File: src/iee_pkg.sv
package iee_pkg;

   // Default sizing of the lattice and the stored weights
   localparam int MAX_SITES_DEF   = 16;
   localparam int WEIGHT_BITS_DEF = 16;

   // Depth of the item queue between front and back
   localparam int QUEUE_DEPTH = 2;

   // Request opcodes
   localparam logic [1:0] OP_WR_COUPLING = 2'd0;
   localparam logic [1:0] OP_WR_FIELD    = 2'd1;
   localparam logic [1:0] OP_EVALUATE    = 2'd2;

   // Configuration register indexes
   localparam logic CSR_ACTIVE_SITES = 1'b0;
   localparam logic CSR_SPIN_MODE    = 1'b1;

   // Kind of work the back end carries out for a queued item
   typedef enum logic [1:0] {
      KIND_WR_COUPLING = 2'd0,
      KIND_WR_FIELD    = 2'd1,
      KIND_EVALUATE    = 2'd2
   } item_kind_type;

   // One classified item as it waits in the queue
   typedef struct packed {
      item_kind_type      kind;
      logic [3:0]         row_index;
      logic [3:0]         col_index;
      logic signed [15:0] weight;
      logic [15:0]        spins;
      logic               include_pairs;
   } queue_entry_type;

   // Fill status of the queue
   typedef struct packed {
      logic empty;
      logic full;
   } queue_status_type;

   // Configuration seen by the back end
   typedef struct packed {
      logic [4:0] active_sites;
      logic       spin_mode;
   } cfg_type;

   // Sign and presence of one term travelling with a memory read
   typedef struct packed {
      logic valid;
      logic neg;
   } term_tag_type;

endpackage

File: src/iee_ram.sv
module iee_ram #(
   parameter int WIDTH = 16,
   parameter int DEPTH = 256
) (
   input  logic                     clock,
   input  logic                     wr_en,
   input  logic [$clog2(DEPTH)-1:0] wr_addr,
   input  logic [WIDTH-1:0]         wr_data,
   input  logic [$clog2(DEPTH)-1:0] rd_addr,
   output logic [WIDTH-1:0]         rd_data
);

   logic [WIDTH-1:0] mem_ff [DEPTH];
   logic [WIDTH-1:0] rd_data_ff;

   // Write one entry, read one entry with registered data
   always_ff @(posedge clock) begin
      if (wr_en) begin
         mem_ff[wr_addr] <= wr_data;
      end
      rd_data_ff <= mem_ff[rd_addr];
   end

   assign rd_data = rd_data_ff;

endmodule

File: src/iee_front.sv
module iee_front #(
   parameter int MAX_SITES = iee_pkg::MAX_SITES_DEF
) (
   input  logic                      start,
   input  logic                      full,
   input  logic [1:0]                req_opcode,
   input  logic [3:0]                req_row_index,
   input  logic [3:0]                req_col_index,
   input  logic signed [15:0]        req_weight,
   input  logic [15:0]               req_spins,
   input  logic                      req_include_pairs,
   output logic                      push,
   output iee_pkg::queue_entry_type  entry
);

   logic accept;
   logic keep;
   logic row_ok;
   logic col_ok;

   assign accept = start && !full;
   assign row_ok = (32'(req_row_index) < MAX_SITES);
   assign col_ok = (32'(req_col_index) < MAX_SITES);

   // Classify the item; drop unused opcodes and writes outside the lattice
   always_comb begin
      keep       = 1'b0;
      entry.kind = iee_pkg::KIND_EVALUATE;
      unique case (req_opcode)
         iee_pkg::OP_WR_COUPLING: begin
            keep       = row_ok && col_ok;
            entry.kind = iee_pkg::KIND_WR_COUPLING;
         end
         iee_pkg::OP_WR_FIELD: begin
            keep       = row_ok;
            entry.kind = iee_pkg::KIND_WR_FIELD;
         end
         iee_pkg::OP_EVALUATE: begin
            keep       = 1'b1;
            entry.kind = iee_pkg::KIND_EVALUATE;
         end
         default: begin
            keep       = 1'b0;
            entry.kind = iee_pkg::KIND_EVALUATE;
         end
      endcase
      entry.row_index     = req_row_index;
      entry.col_index     = req_col_index;
      entry.weight        = req_weight;
      entry.spins         = req_spins;
      entry.include_pairs = req_include_pairs;
   end

   assign push = accept && keep;

endmodule

File: src/iee_queue.sv
module iee_queue #(
   parameter int DEPTH = iee_pkg::QUEUE_DEPTH
) (
   input  logic                      clock,
   input  logic                      reset,
   input  logic                      push,
   input  iee_pkg::queue_entry_type  push_entry,
   input  logic                      pop,
   output iee_pkg::queue_entry_type  head,
   output iee_pkg::queue_status_type status
);

   localparam int PTR_W = (DEPTH > 1) ? $clog2(DEPTH) : 1;
   localparam int CNT_W = $clog2(DEPTH + 1);

   iee_pkg::queue_entry_type entry_ff [DEPTH];
   logic [PTR_W-1:0] wr_ptr_ff, wr_ptr_in;
   logic [PTR_W-1:0] rd_ptr_ff, rd_ptr_in;
   logic [CNT_W-1:0] count_ff, count_in;

   function automatic logic [PTR_W-1:0] ptr_next(input logic [PTR_W-1:0] p);
      logic [PTR_W-1:0] r;
      if (32'(p) == DEPTH - 1) begin
         r = '0;
      end else begin
         r = p + PTR_W'(1);
      end
      return r;
   endfunction

   // Advance pointers and fill count
   always_comb begin
      wr_ptr_in = push ? ptr_next(wr_ptr_ff) : wr_ptr_ff;
      rd_ptr_in = pop ? ptr_next(rd_ptr_ff) : rd_ptr_ff;
      count_in  = count_ff;
      if (push && !pop) begin
         count_in = count_ff + CNT_W'(1);
      end else if (pop && !push) begin
         count_in = count_ff - CNT_W'(1);
      end
   end

   always_ff @(posedge clock) begin
      if (reset) begin
         wr_ptr_ff <= '0;
         rd_ptr_ff <= '0;
         count_ff  <= '0;
      end else begin
         wr_ptr_ff <= wr_ptr_in;
         rd_ptr_ff <= rd_ptr_in;
         count_ff  <= count_in;
      end
   end

   // Store the pushed item
   always_ff @(posedge clock) begin
      if (push) begin
         entry_ff[wr_ptr_ff] <= push_entry;
      end
   end

   assign head         = entry_ff[rd_ptr_ff];
   assign status.empty = (count_ff == '0);
   assign status.full  = (32'(count_ff) == DEPTH);

endmodule

File: src/iee_back.sv
module iee_back #(
   parameter int MAX_SITES   = iee_pkg::MAX_SITES_DEF,
   parameter int WEIGHT_BITS = iee_pkg::WEIGHT_BITS_DEF
) (
   input  logic                      clock,
   input  logic                      reset,
   input  iee_pkg::cfg_type          cfg,
   input  iee_pkg::queue_entry_type  head,
   input  iee_pkg::queue_status_type q_status,
   output logic                      pop,
   output logic                      rsp_valid,
   output logic signed [31:0]        rsp_energy_value
);

   localparam int SITE_W  = $clog2(MAX_SITES);
   localparam int CNT_W   = $clog2(MAX_SITES + 1);
   localparam int CDEPTH  = MAX_SITES * MAX_SITES;
   localparam int CADDR_W = $clog2(CDEPTH);
   localparam int ACC_RAW = WEIGHT_BITS + 2 * SITE_W + 2;
   localparam int ACC_W   = (ACC_RAW > 33) ? ACC_RAW : 33;
   localparam logic signed [ACC_W-1:0] SAT_HI = ACC_W'(64'sd2147483647);
   localparam logic signed [ACC_W-1:0] SAT_LO = ACC_W'(-64'sd2147483648);

   typedef enum logic [4:0] {
      ST_IDLE  = 5'b00001,
      ST_WALK  = 5'b00010,
      ST_DRAIN = 5'b00100,
      ST_SUM   = 5'b01000,
      ST_EMIT  = 5'b10000
   } state_type;

   state_type state_ff, state_in;
   logic [SITE_W-1:0] i_ff, i_in;
   logic [SITE_W-1:0] j_ff, j_in;
   logic [CNT_W-1:0]  n_ff, n_in;
   logic [CNT_W-1:0]  jlim_ff, jlim_in;
   logic [15:0]       spins_ff, spins_in;
   logic              pairs_ff, pairs_in;
   logic              mode_ff, mode_in;
   iee_pkg::term_tag_type pair_tag_ff, pair_tag_in;
   iee_pkg::term_tag_type field_tag_ff, field_tag_in;
   logic signed [ACC_W-1:0] pair_acc_ff, pair_acc_in;
   logic signed [ACC_W-1:0] field_acc_ff, field_acc_in;
   logic signed [ACC_W-1:0] total_ff, total_in;
   logic              rsp_valid_ff, rsp_valid_in;
   logic signed [31:0] rsp_energy_ff, rsp_energy_in;

   logic [CNT_W-1:0]  n_start;
   logic              c_wr_en;
   logic [CADDR_W-1:0] c_wr_addr;
   logic [CADDR_W-1:0] c_rd_addr;
   logic [WEIGHT_BITS-1:0] c_rd_data;
   logic              f_wr_en;
   logic [SITE_W-1:0] f_wr_addr;
   logic [WEIGHT_BITS-1:0] f_rd_data;
   logic [WEIGHT_BITS-1:0] w_store;
   logic              bit_i, bit_j;
   logic              last_i, last_j;
   logic signed [ACC_W-1:0] c_ext, f_ext;

   function automatic logic spin_bit(input logic [15:0] s, input int unsigned k);
      logic [3:0] low;
      low = 4'(k);
      return (k < 16) ? s[low] : 1'b0;
   endfunction

   // Convert the written weight to store width
   assign w_store   = WEIGHT_BITS'(head.weight);
   assign c_wr_addr = CADDR_W'(32'(head.row_index) * MAX_SITES + 32'(head.col_index));
   assign f_wr_addr = SITE_W'(head.row_index);
   assign c_rd_addr = CADDR_W'(32'(i_ff) * MAX_SITES + 32'(j_ff));

   iee_ram #(
      .WIDTH (WEIGHT_BITS),
      .DEPTH (CDEPTH)
   ) u_coupling_ram (
      .clock   (clock),
      .wr_en   (c_wr_en),
      .wr_addr (c_wr_addr),
      .wr_data (w_store),
      .rd_addr (c_rd_addr),
      .rd_data (c_rd_data)
   );

   iee_ram #(
      .WIDTH (WEIGHT_BITS),
      .DEPTH (MAX_SITES)
   ) u_field_ram (
      .clock   (clock),
      .wr_en   (f_wr_en),
      .wr_addr (f_wr_addr),
      .wr_data (w_store),
      .rd_addr (i_ff),
      .rd_data (f_rd_data)
   );

   // Clamp the active site count to the lattice size
   always_comb begin
      if (32'(cfg.active_sites) > MAX_SITES) begin
         n_start = CNT_W'(MAX_SITES);
      end else begin
         n_start = CNT_W'(cfg.active_sites);
      end
   end

   assign bit_i  = spin_bit(spins_ff, 32'(i_ff));
   assign bit_j  = spin_bit(spins_ff, 32'(j_ff));
   assign last_i = (CNT_W'(i_ff) == n_ff - CNT_W'(1));
   assign last_j = (CNT_W'(j_ff) == jlim_ff - CNT_W'(1));
   assign c_ext  = ACC_W'($signed(c_rd_data));
   assign f_ext  = ACC_W'($signed(f_rd_data));

   // Carry out queued writes and sequence the walk over the stores and the final sum
   always_comb begin
      state_in      = state_ff;
      i_in          = i_ff;
      j_in          = j_ff;
      n_in          = n_ff;
      jlim_in       = jlim_ff;
      spins_in      = spins_ff;
      pairs_in      = pairs_ff;
      mode_in       = mode_ff;
      pair_tag_in   = '0;
      field_tag_in  = '0;
      total_in      = total_ff;
      rsp_valid_in  = 1'b0;
      rsp_energy_in = rsp_energy_ff;
      pop           = 1'b0;
      c_wr_en       = 1'b0;
      f_wr_en       = 1'b0;

      // Accumulate the terms whose data just came out of the stores
      pair_acc_in  = pair_acc_ff;
      field_acc_in = field_acc_ff;
      if (pair_tag_ff.valid) begin
         pair_acc_in = pair_tag_ff.neg ? pair_acc_ff + c_ext : pair_acc_ff - c_ext;
      end
      if (field_tag_ff.valid) begin
         field_acc_in = field_tag_ff.neg ? field_acc_ff + f_ext : field_acc_ff - f_ext;
      end

      unique case (state_ff)
         ST_IDLE: begin
            if (!q_status.empty) begin
               pop = 1'b1;
               unique case (head.kind)
                  iee_pkg::KIND_WR_COUPLING: c_wr_en = 1'b1;
                  iee_pkg::KIND_WR_FIELD:    f_wr_en = 1'b1;
                  iee_pkg::KIND_EVALUATE: begin
                     i_in         = '0;
                     j_in         = '0;
                     n_in         = n_start;
                     jlim_in      = head.include_pairs ? n_start : CNT_W'(1);
                     spins_in     = head.spins;
                     pairs_in     = head.include_pairs;
                     mode_in      = cfg.spin_mode;
                     pair_acc_in  = '0;
                     field_acc_in = '0;
                     state_in     = (n_start == '0) ? ST_SUM : ST_WALK;
                  end
                  default: pop = 1'b1;
               endcase
            end
         end
         ST_WALK: begin
            // Tag this read with the sign of the spin product
            pair_tag_in.valid  = pairs_ff && (i_ff != j_ff) &&
                                 (mode_ff || (bit_i && bit_j));
            pair_tag_in.neg    = mode_ff && (bit_i ^ bit_j);
            field_tag_in.valid = (j_ff == '0) && (mode_ff || bit_i);
            field_tag_in.neg   = mode_ff && !bit_i;
            if (last_j) begin
               j_in = '0;
               if (last_i) begin
                  state_in = ST_DRAIN;
               end else begin
                  i_in = i_ff + SITE_W'(1);
               end
            end else begin
               j_in = j_ff + SITE_W'(1);
            end
         end
         ST_DRAIN: begin
            state_in = ST_SUM;
         end
         ST_SUM: begin
            total_in = pair_acc_ff + field_acc_ff;
            state_in = ST_EMIT;
         end
         ST_EMIT: begin
            // Saturate to the 32-bit result range
            rsp_valid_in = 1'b1;
            if (total_ff > SAT_HI) begin
               rsp_energy_in = 32'sh7FFF_FFFF;
            end else if (total_ff < SAT_LO) begin
               rsp_energy_in = 32'sh8000_0000;
            end else begin
               rsp_energy_in = 32'(total_ff);
            end
            state_in = ST_IDLE;
         end
         default: state_in = ST_IDLE;
      endcase
   end

   always_ff @(posedge clock) begin
      if (reset) begin
         state_ff     <= ST_IDLE;
         pair_tag_ff  <= '0;
         field_tag_ff <= '0;
         rsp_valid_ff <= 1'b0;
      end else begin
         state_ff     <= state_in;
         pair_tag_ff  <= pair_tag_in;
         field_tag_ff <= field_tag_in;
         rsp_valid_ff <= rsp_valid_in;
      end
   end

   // Hold the working values of the current evaluation
   always_ff @(posedge clock) begin
      i_ff          <= i_in;
      j_ff          <= j_in;
      n_ff          <= n_in;
      jlim_ff       <= jlim_in;
      spins_ff      <= spins_in;
      pairs_ff      <= pairs_in;
      mode_ff       <= mode_in;
      pair_acc_ff   <= pair_acc_in;
      field_acc_ff  <= field_acc_in;
      total_ff      <= total_in;
      rsp_energy_ff <= rsp_energy_in;
   end

   assign rsp_valid        = rsp_valid_ff;
   assign rsp_energy_value = rsp_energy_ff;

endmodule

File: src/ising_energy_evaluator.sv
// The back end carries out write items from the queue head; one queues while another is
// carried out. An evaluation walks all active site pairs (each site once without pair
// terms) in ST_WALK, then ST_DRAIN, ST_SUM and ST_EMIT before the rsp_valid strobe, or
// goes straight to ST_SUM with no active site; it takes no new item until back in ST_IDLE.
// The walk makes one read of the coupling memory per cycle. A two-entry queue keeps busy
// low while an evaluation runs until two more items wait; results cannot stall.
// Reset (synchronous, active high) clears control state and sets 16 sites, +/-1 spins.
module ising_energy_evaluator #(
   parameter int MAX_SITES   = iee_pkg::MAX_SITES_DEF,
   parameter int WEIGHT_BITS = iee_pkg::WEIGHT_BITS_DEF
) (
   input  logic               clock,
   input  logic               reset,
   input  logic               start,
   output logic               busy,
   input  logic [1:0]         req_opcode,
   input  logic [3:0]         req_row_index,
   input  logic [3:0]         req_col_index,
   input  logic signed [15:0] req_weight,
   input  logic [15:0]        req_spins,
   input  logic               req_include_pairs,
   output logic               rsp_valid,
   output logic signed [31:0] rsp_energy_value,
   input  logic               csr_write_enable,
   input  logic               csr_index,
   input  logic [4:0]         csr_write_data
);

   iee_pkg::cfg_type          cfg_ff, cfg_in;
   iee_pkg::queue_entry_type  push_entry;
   iee_pkg::queue_entry_type  head;
   iee_pkg::queue_status_type q_status;
   logic push;
   logic pop;

   // Decode configuration writes
   always_comb begin
      cfg_in = cfg_ff;
      if (csr_write_enable) begin
         unique case (csr_index)
            iee_pkg::CSR_ACTIVE_SITES: cfg_in.active_sites = csr_write_data;
            iee_pkg::CSR_SPIN_MODE:    cfg_in.spin_mode    = csr_write_data[0];
            default:                   cfg_in = cfg_ff;
         endcase
      end
   end

   always_ff @(posedge clock) begin
      if (reset) begin
         cfg_ff.active_sites <= 5'd16;
         cfg_ff.spin_mode    <= 1'b1;
      end else begin
         cfg_ff <= cfg_in;
      end
   end

   iee_front #(
      .MAX_SITES (MAX_SITES)
   ) u_front (
      .start             (start),
      .full              (q_status.full),
      .req_opcode        (req_opcode),
      .req_row_index     (req_row_index),
      .req_col_index     (req_col_index),
      .req_weight        (req_weight),
      .req_spins         (req_spins),
      .req_include_pairs (req_include_pairs),
      .push              (push),
      .entry             (push_entry)
   );

   iee_queue #(
      .DEPTH (iee_pkg::QUEUE_DEPTH)
   ) u_queue (
      .clock      (clock),
      .reset      (reset),
      .push       (push),
      .push_entry (push_entry),
      .pop        (pop),
      .head       (head),
      .status     (q_status)
   );

   iee_back #(
      .MAX_SITES   (MAX_SITES),
      .WEIGHT_BITS (WEIGHT_BITS)
   ) u_back (
      .clock            (clock),
      .reset            (reset),
      .cfg              (cfg_ff),
      .head             (head),
      .q_status         (q_status),
      .pop              (pop),
      .rsp_valid        (rsp_valid),
      .rsp_energy_value (rsp_energy_value)
   );

   assign busy = q_status.full;

   // Never push into a full queue
   a_no_overflow: assert property (@(posedge clock) disable iff (reset)
      !(push && q_status.full))
      else $error("item pushed into full queue");

   // Never pop an empty queue
   a_no_underflow: assert property (@(posedge clock) disable iff (reset)
      pop |-> !q_status.empty)
      else $error("pop from empty queue");

   // Results of two evaluations never come in adjacent cycles
   a_rsp_spaced: assert property (@(posedge clock) disable iff (reset)
      rsp_valid |=> !rsp_valid)
      else $error("result strobes back to back");

   // Leave reset with no result pending and room for an item
   a_reset_clean: assert property (@(posedge clock)
      $fell(reset) |-> (!rsp_valid && !busy))
      else $error("state not cleared by reset");

endmodule

File: config.mk
export PLATFORM = sky130hd
export DESIGN_NAME = ising_energy_evaluator
export DESIGN_NICKNAME = d
export VERILOG_FILES = /design/src/iee_pkg.sv /design/src/iee_ram.sv /design/src/iee_front.sv /design/src/iee_queue.sv /design/src/iee_back.sv /design/src/ising_energy_evaluator.sv
export SDC_FILE = /design/constraint.sdc
export NUM_CORES = 2
export LEC_CHECK = 0
export BUFFER_PORTS_ARGS = -buffer_cell sky130_fd_sc_hd__buf_2
export CORE_UTILIZATION = 45
export CTS_CLUSTER_DIAMETER = 40
export DETAILED_ROUTE_END_ITERATION = 8
export PLACE_DENSITY = 0.61
export SETUP_SLACK_MARGIN = 0.15
export SYNTH_ARGS = -nofsm -noshare
export SYNTH_HDL_FRONTEND = slang
export SYNTH_MEMORY_MAX_BITS = 65536
export SYNTH_SLANG_ARGS = --single-unit
File: constraint.sdc
create_clock -name clock -period 10.6 [get_ports clock]
set_input_delay 0.53 -clock clock [delete_from_list [all_inputs] [get_ports clock]]
set_output_delay 0.53 -clock clock [all_outputs]
set_load 0.01 [all_outputs]
==> impl_metrics.ini <==
[routing]
via_per_inst = 6.18
drt-initial-drc-count = 13101
dr.pass1.iters = 6
drcViolationCount = 0
postRouteAntennaNets = 0
drt_wl_total_mm = 522
wl_per_cell_um = 33.0
num_vias = 97621

[sta]
hold_viol = 0
fin_worst_skew_ns = 0.0609
fmax_mhz = 171
tightest_slew_ns = 1.64
timing.slew.headroom_pct = -10.8
finalSetupViolCount = 0
rsz0062_at_grt = false
final_max_slew_viol_count = 3
period_minus_slack_ns = 5.84
fin_crit_sh_pct = 55.1
finalSetupTns_ns = 0

[die]
die_h_um = 643
placementRows = 235
core_um2 = 410000
start_util_pct = 45.2
dieWidth_um = 643
die_area_um2 = 414000
ios = 87

[placement]
place.gp.congestion = 0.849
portBuffers = 86
dp.final_hpwl_mm = 298
dp.cells = 14684

[clock_network]
cts_setup_buffers = 0
cts-root-buf = clkbuf_16
clock_insertion_delay_worst_skew_ns = 1.05
numCtsBuffers = 565
cts_sinks = 4658
clk_pin_slew_ns = 0.06
h-tree-depth = 6
cts_tree = yes
clockBufferDepth = 4

[pwr]
p_leak_nw = 69.6
ir_drop_uv = 188
finalPower_mw = 49.5
p_per_area_nw_per_um2 = 232

[worst_hold_path]
worst_hold_path.endpoint = u_queue.wr_ptr_ff
holdPathStages = 5
hp-class = input pin to flip-flop
hp-start = start

[global_routing]
grt_overflow = 0
antenna_found_initial = 24
grt_max_degree = 169
grt_pass1_vias = 96967
track_usage_pct = 24.8
grt_first_pass_wirelength_mm = 731

[cells_and_area]
final_core_util_pct = 52.1
instances_no_fill = 15792
regArea_um2 = 139000
fill_cells = 31676
area_growth_pct = 15.2
drive_above_1_share_pct = 24.9
multi_input_area_um2 = 43600
layout.nets = 10024

[setup_path]
worstPathMaxFanout = 81
crit_type = flip-flop to flip-flop
r2r_cells = 10
worstSetupStartpointType = flip-flop
crit_slowest_cell = a311oi_1
worstReg2RegEnd = u_back.u_coupling_ram.rd_data[15]
max_stage_delay_ns = 1.08
cp.required_ns = 11.46
crit_chain = buf_12, buf_4, buf_4, mux4_2, mux2_2, a221oi_1, a2111oi_0, buf_4, a311oi_1, a21oi_1
r2r_setup_slack_ns = 4.76
path_common_cell = buf_4
reg2reg_from = u_back.j_ff[1]
critPathArrivalTime_ns = 6.70
cp-end-kind = flip-flop

[yosys]
syn_avg_cell_area_um2 = 20.0
netlist_top_cells_area = edfxtp_1 74%, mux4_2 12%, mux2i_1 2.9%
async_flop_share_pct = 0
synth_ff_type = edfxtp_1
syn_nets = 9408
synth_seq_cells = 4658
synth_warnings = 0
yosysUniqueCellTypes = 89
yosys.area.top_type = edfxtp_1
yosys-top-cells-count = 4539 x edfxtp_1, 950 x mux4_2, 540 x nor2_1, 537 x mux2i_1, 298 x nand2_1
synth_edf_count = 4539
syn-instance-count = 9243
yosysMostFrequentCell = edfxtp_1
synth_area_um2 = 185000
yosysTopAreaCellShare_pct = 73.6
synth_seq_area_share_pct = 74.9

[outcome]
failed_checks = capacitance limit, slew limit
status = finished with violations

[flow_run]
max_cap_viol_count = 3
## metrics by stage
step                cell area, um2  hold WS (ns)  setup WS (ns)
detailed placement          193000         0.473           4.79
CTS                         213000        0.0810           4.77
finish                      213000         0.171           4.76
global placement            193000         0.477           4.47
floorplan                   185000         0.402           6.68
global route                213000         0.145           4.63
## critical path, delay by kind of cell, from the launching register on
kind / cells / cell delay [ns]
AO/OA/AOI/OAI: 4 / 2.03
buffers and inverters: 4 / 2.08
flip-flops: 1 / 0.53
multiplexers: 2 / 0.76
## worst max path at each step
stage	start	end	cells past startpoint	slack, ns
2_1_floorplan	u_back.u_coupling_ram.rd_data[7]	u_back.pair_acc_ff[32]	14	6.68
3_3_place_gp	u_back.u_coupling_ram.rd_data[7]	u_back.pair_acc_ff[32]	14	4.47
3_5_place_dp	u_back.j_ff[1]	u_back.u_coupling_ram.rd_data[15]	10	4.79
4_1_cts	u_back.j_ff[1]	u_back.u_coupling_ram.rd_data[15]	10	4.77
5_1_grt	u_back.j_ff[1]	u_back.u_coupling_ram.rd_data[15]	10	4.63
6_report	u_back.j_ff[1]	u_back.u_coupling_ram.rd_data[15]	10	4.76
## metal layers
| metal | vias up | part of all wire, % | GRT usage, % | wire, um |
|---|---|---|---|---|
| li1 | 39712 | - | - | - |
| met1 | 52058 | 39 | 33.7 | 204000 |
| met2 | 4961 | 48 | 40.4 | 253000 |
| met3 | 878 | 8.8 | 4.40 | 45700 |
| met4 | 12 | 3.6 | 8.76 | 19000 |
| met5 | - | 0.015 | 0 | 76 |
## area by class of cell
type	count	area share, %
timing repair buffer	566	2.09
clock inverter	374	2.17
inverter	78	0.145
multi-input combinational	3990	20.4
clock buffer	658	6.95
sequential	4658	65.0
tap	5451	3.20
antenna	17	0.0199
## registers in the layout (all words and copies together), names as in the netlist, 32 cells and up, named ones only
register and cells:
u_queue.entry_ff 86, u_back.pair_acc_ff 33, u_back.rsp_energy_value 32, u_back.total_ff 33, u_back.field_acc_ff 33, u_back.u_field_ram.mem_ff 256, u_back.u_coupling_ram.mem_ff 4096
## what timing repair did
item	in CTS	in global routing
hold buffers	58	0
hold endpoints to repair	101	0
resized for setup	0	0
## cells by family after synthesis
| kind of cell | share of synthesized area, % |
|---|---|
| xor+xnor | 0.520 |
| compound gates | 4.09 |
| simple gates | 2.50 |
| buf+inv | 1.90 |
| fa+ha+maj | 0.769 |
| mux | 15.3 |
| flops | 74.9 |
## layout by cell type, fill, tap and decap left out, drive strengths merged, types with 151 or more instances in the layout
cell type  synthesis  final
o21ai            223    223
clkinv             3    183
mux2i            537    537
edfxtp          4539   4539
a21oi            225    225
mux4             986    986
buf              295    508
nand2            298    298
nor2             540    540
inv               75    151
clkbuf           221    658
## report_power, final
| group | switching, mW | internal (mW) | leakage, nW |
|---|---|---|---|
| Sequential | 0.198 | 21.7 | 41.8 |
| Clock | 7.85 | 12.1 | 9.41 |
| Combinational | 5.29 | 2.35 | 18.4 |
Power figures use the tool's default switching activity.
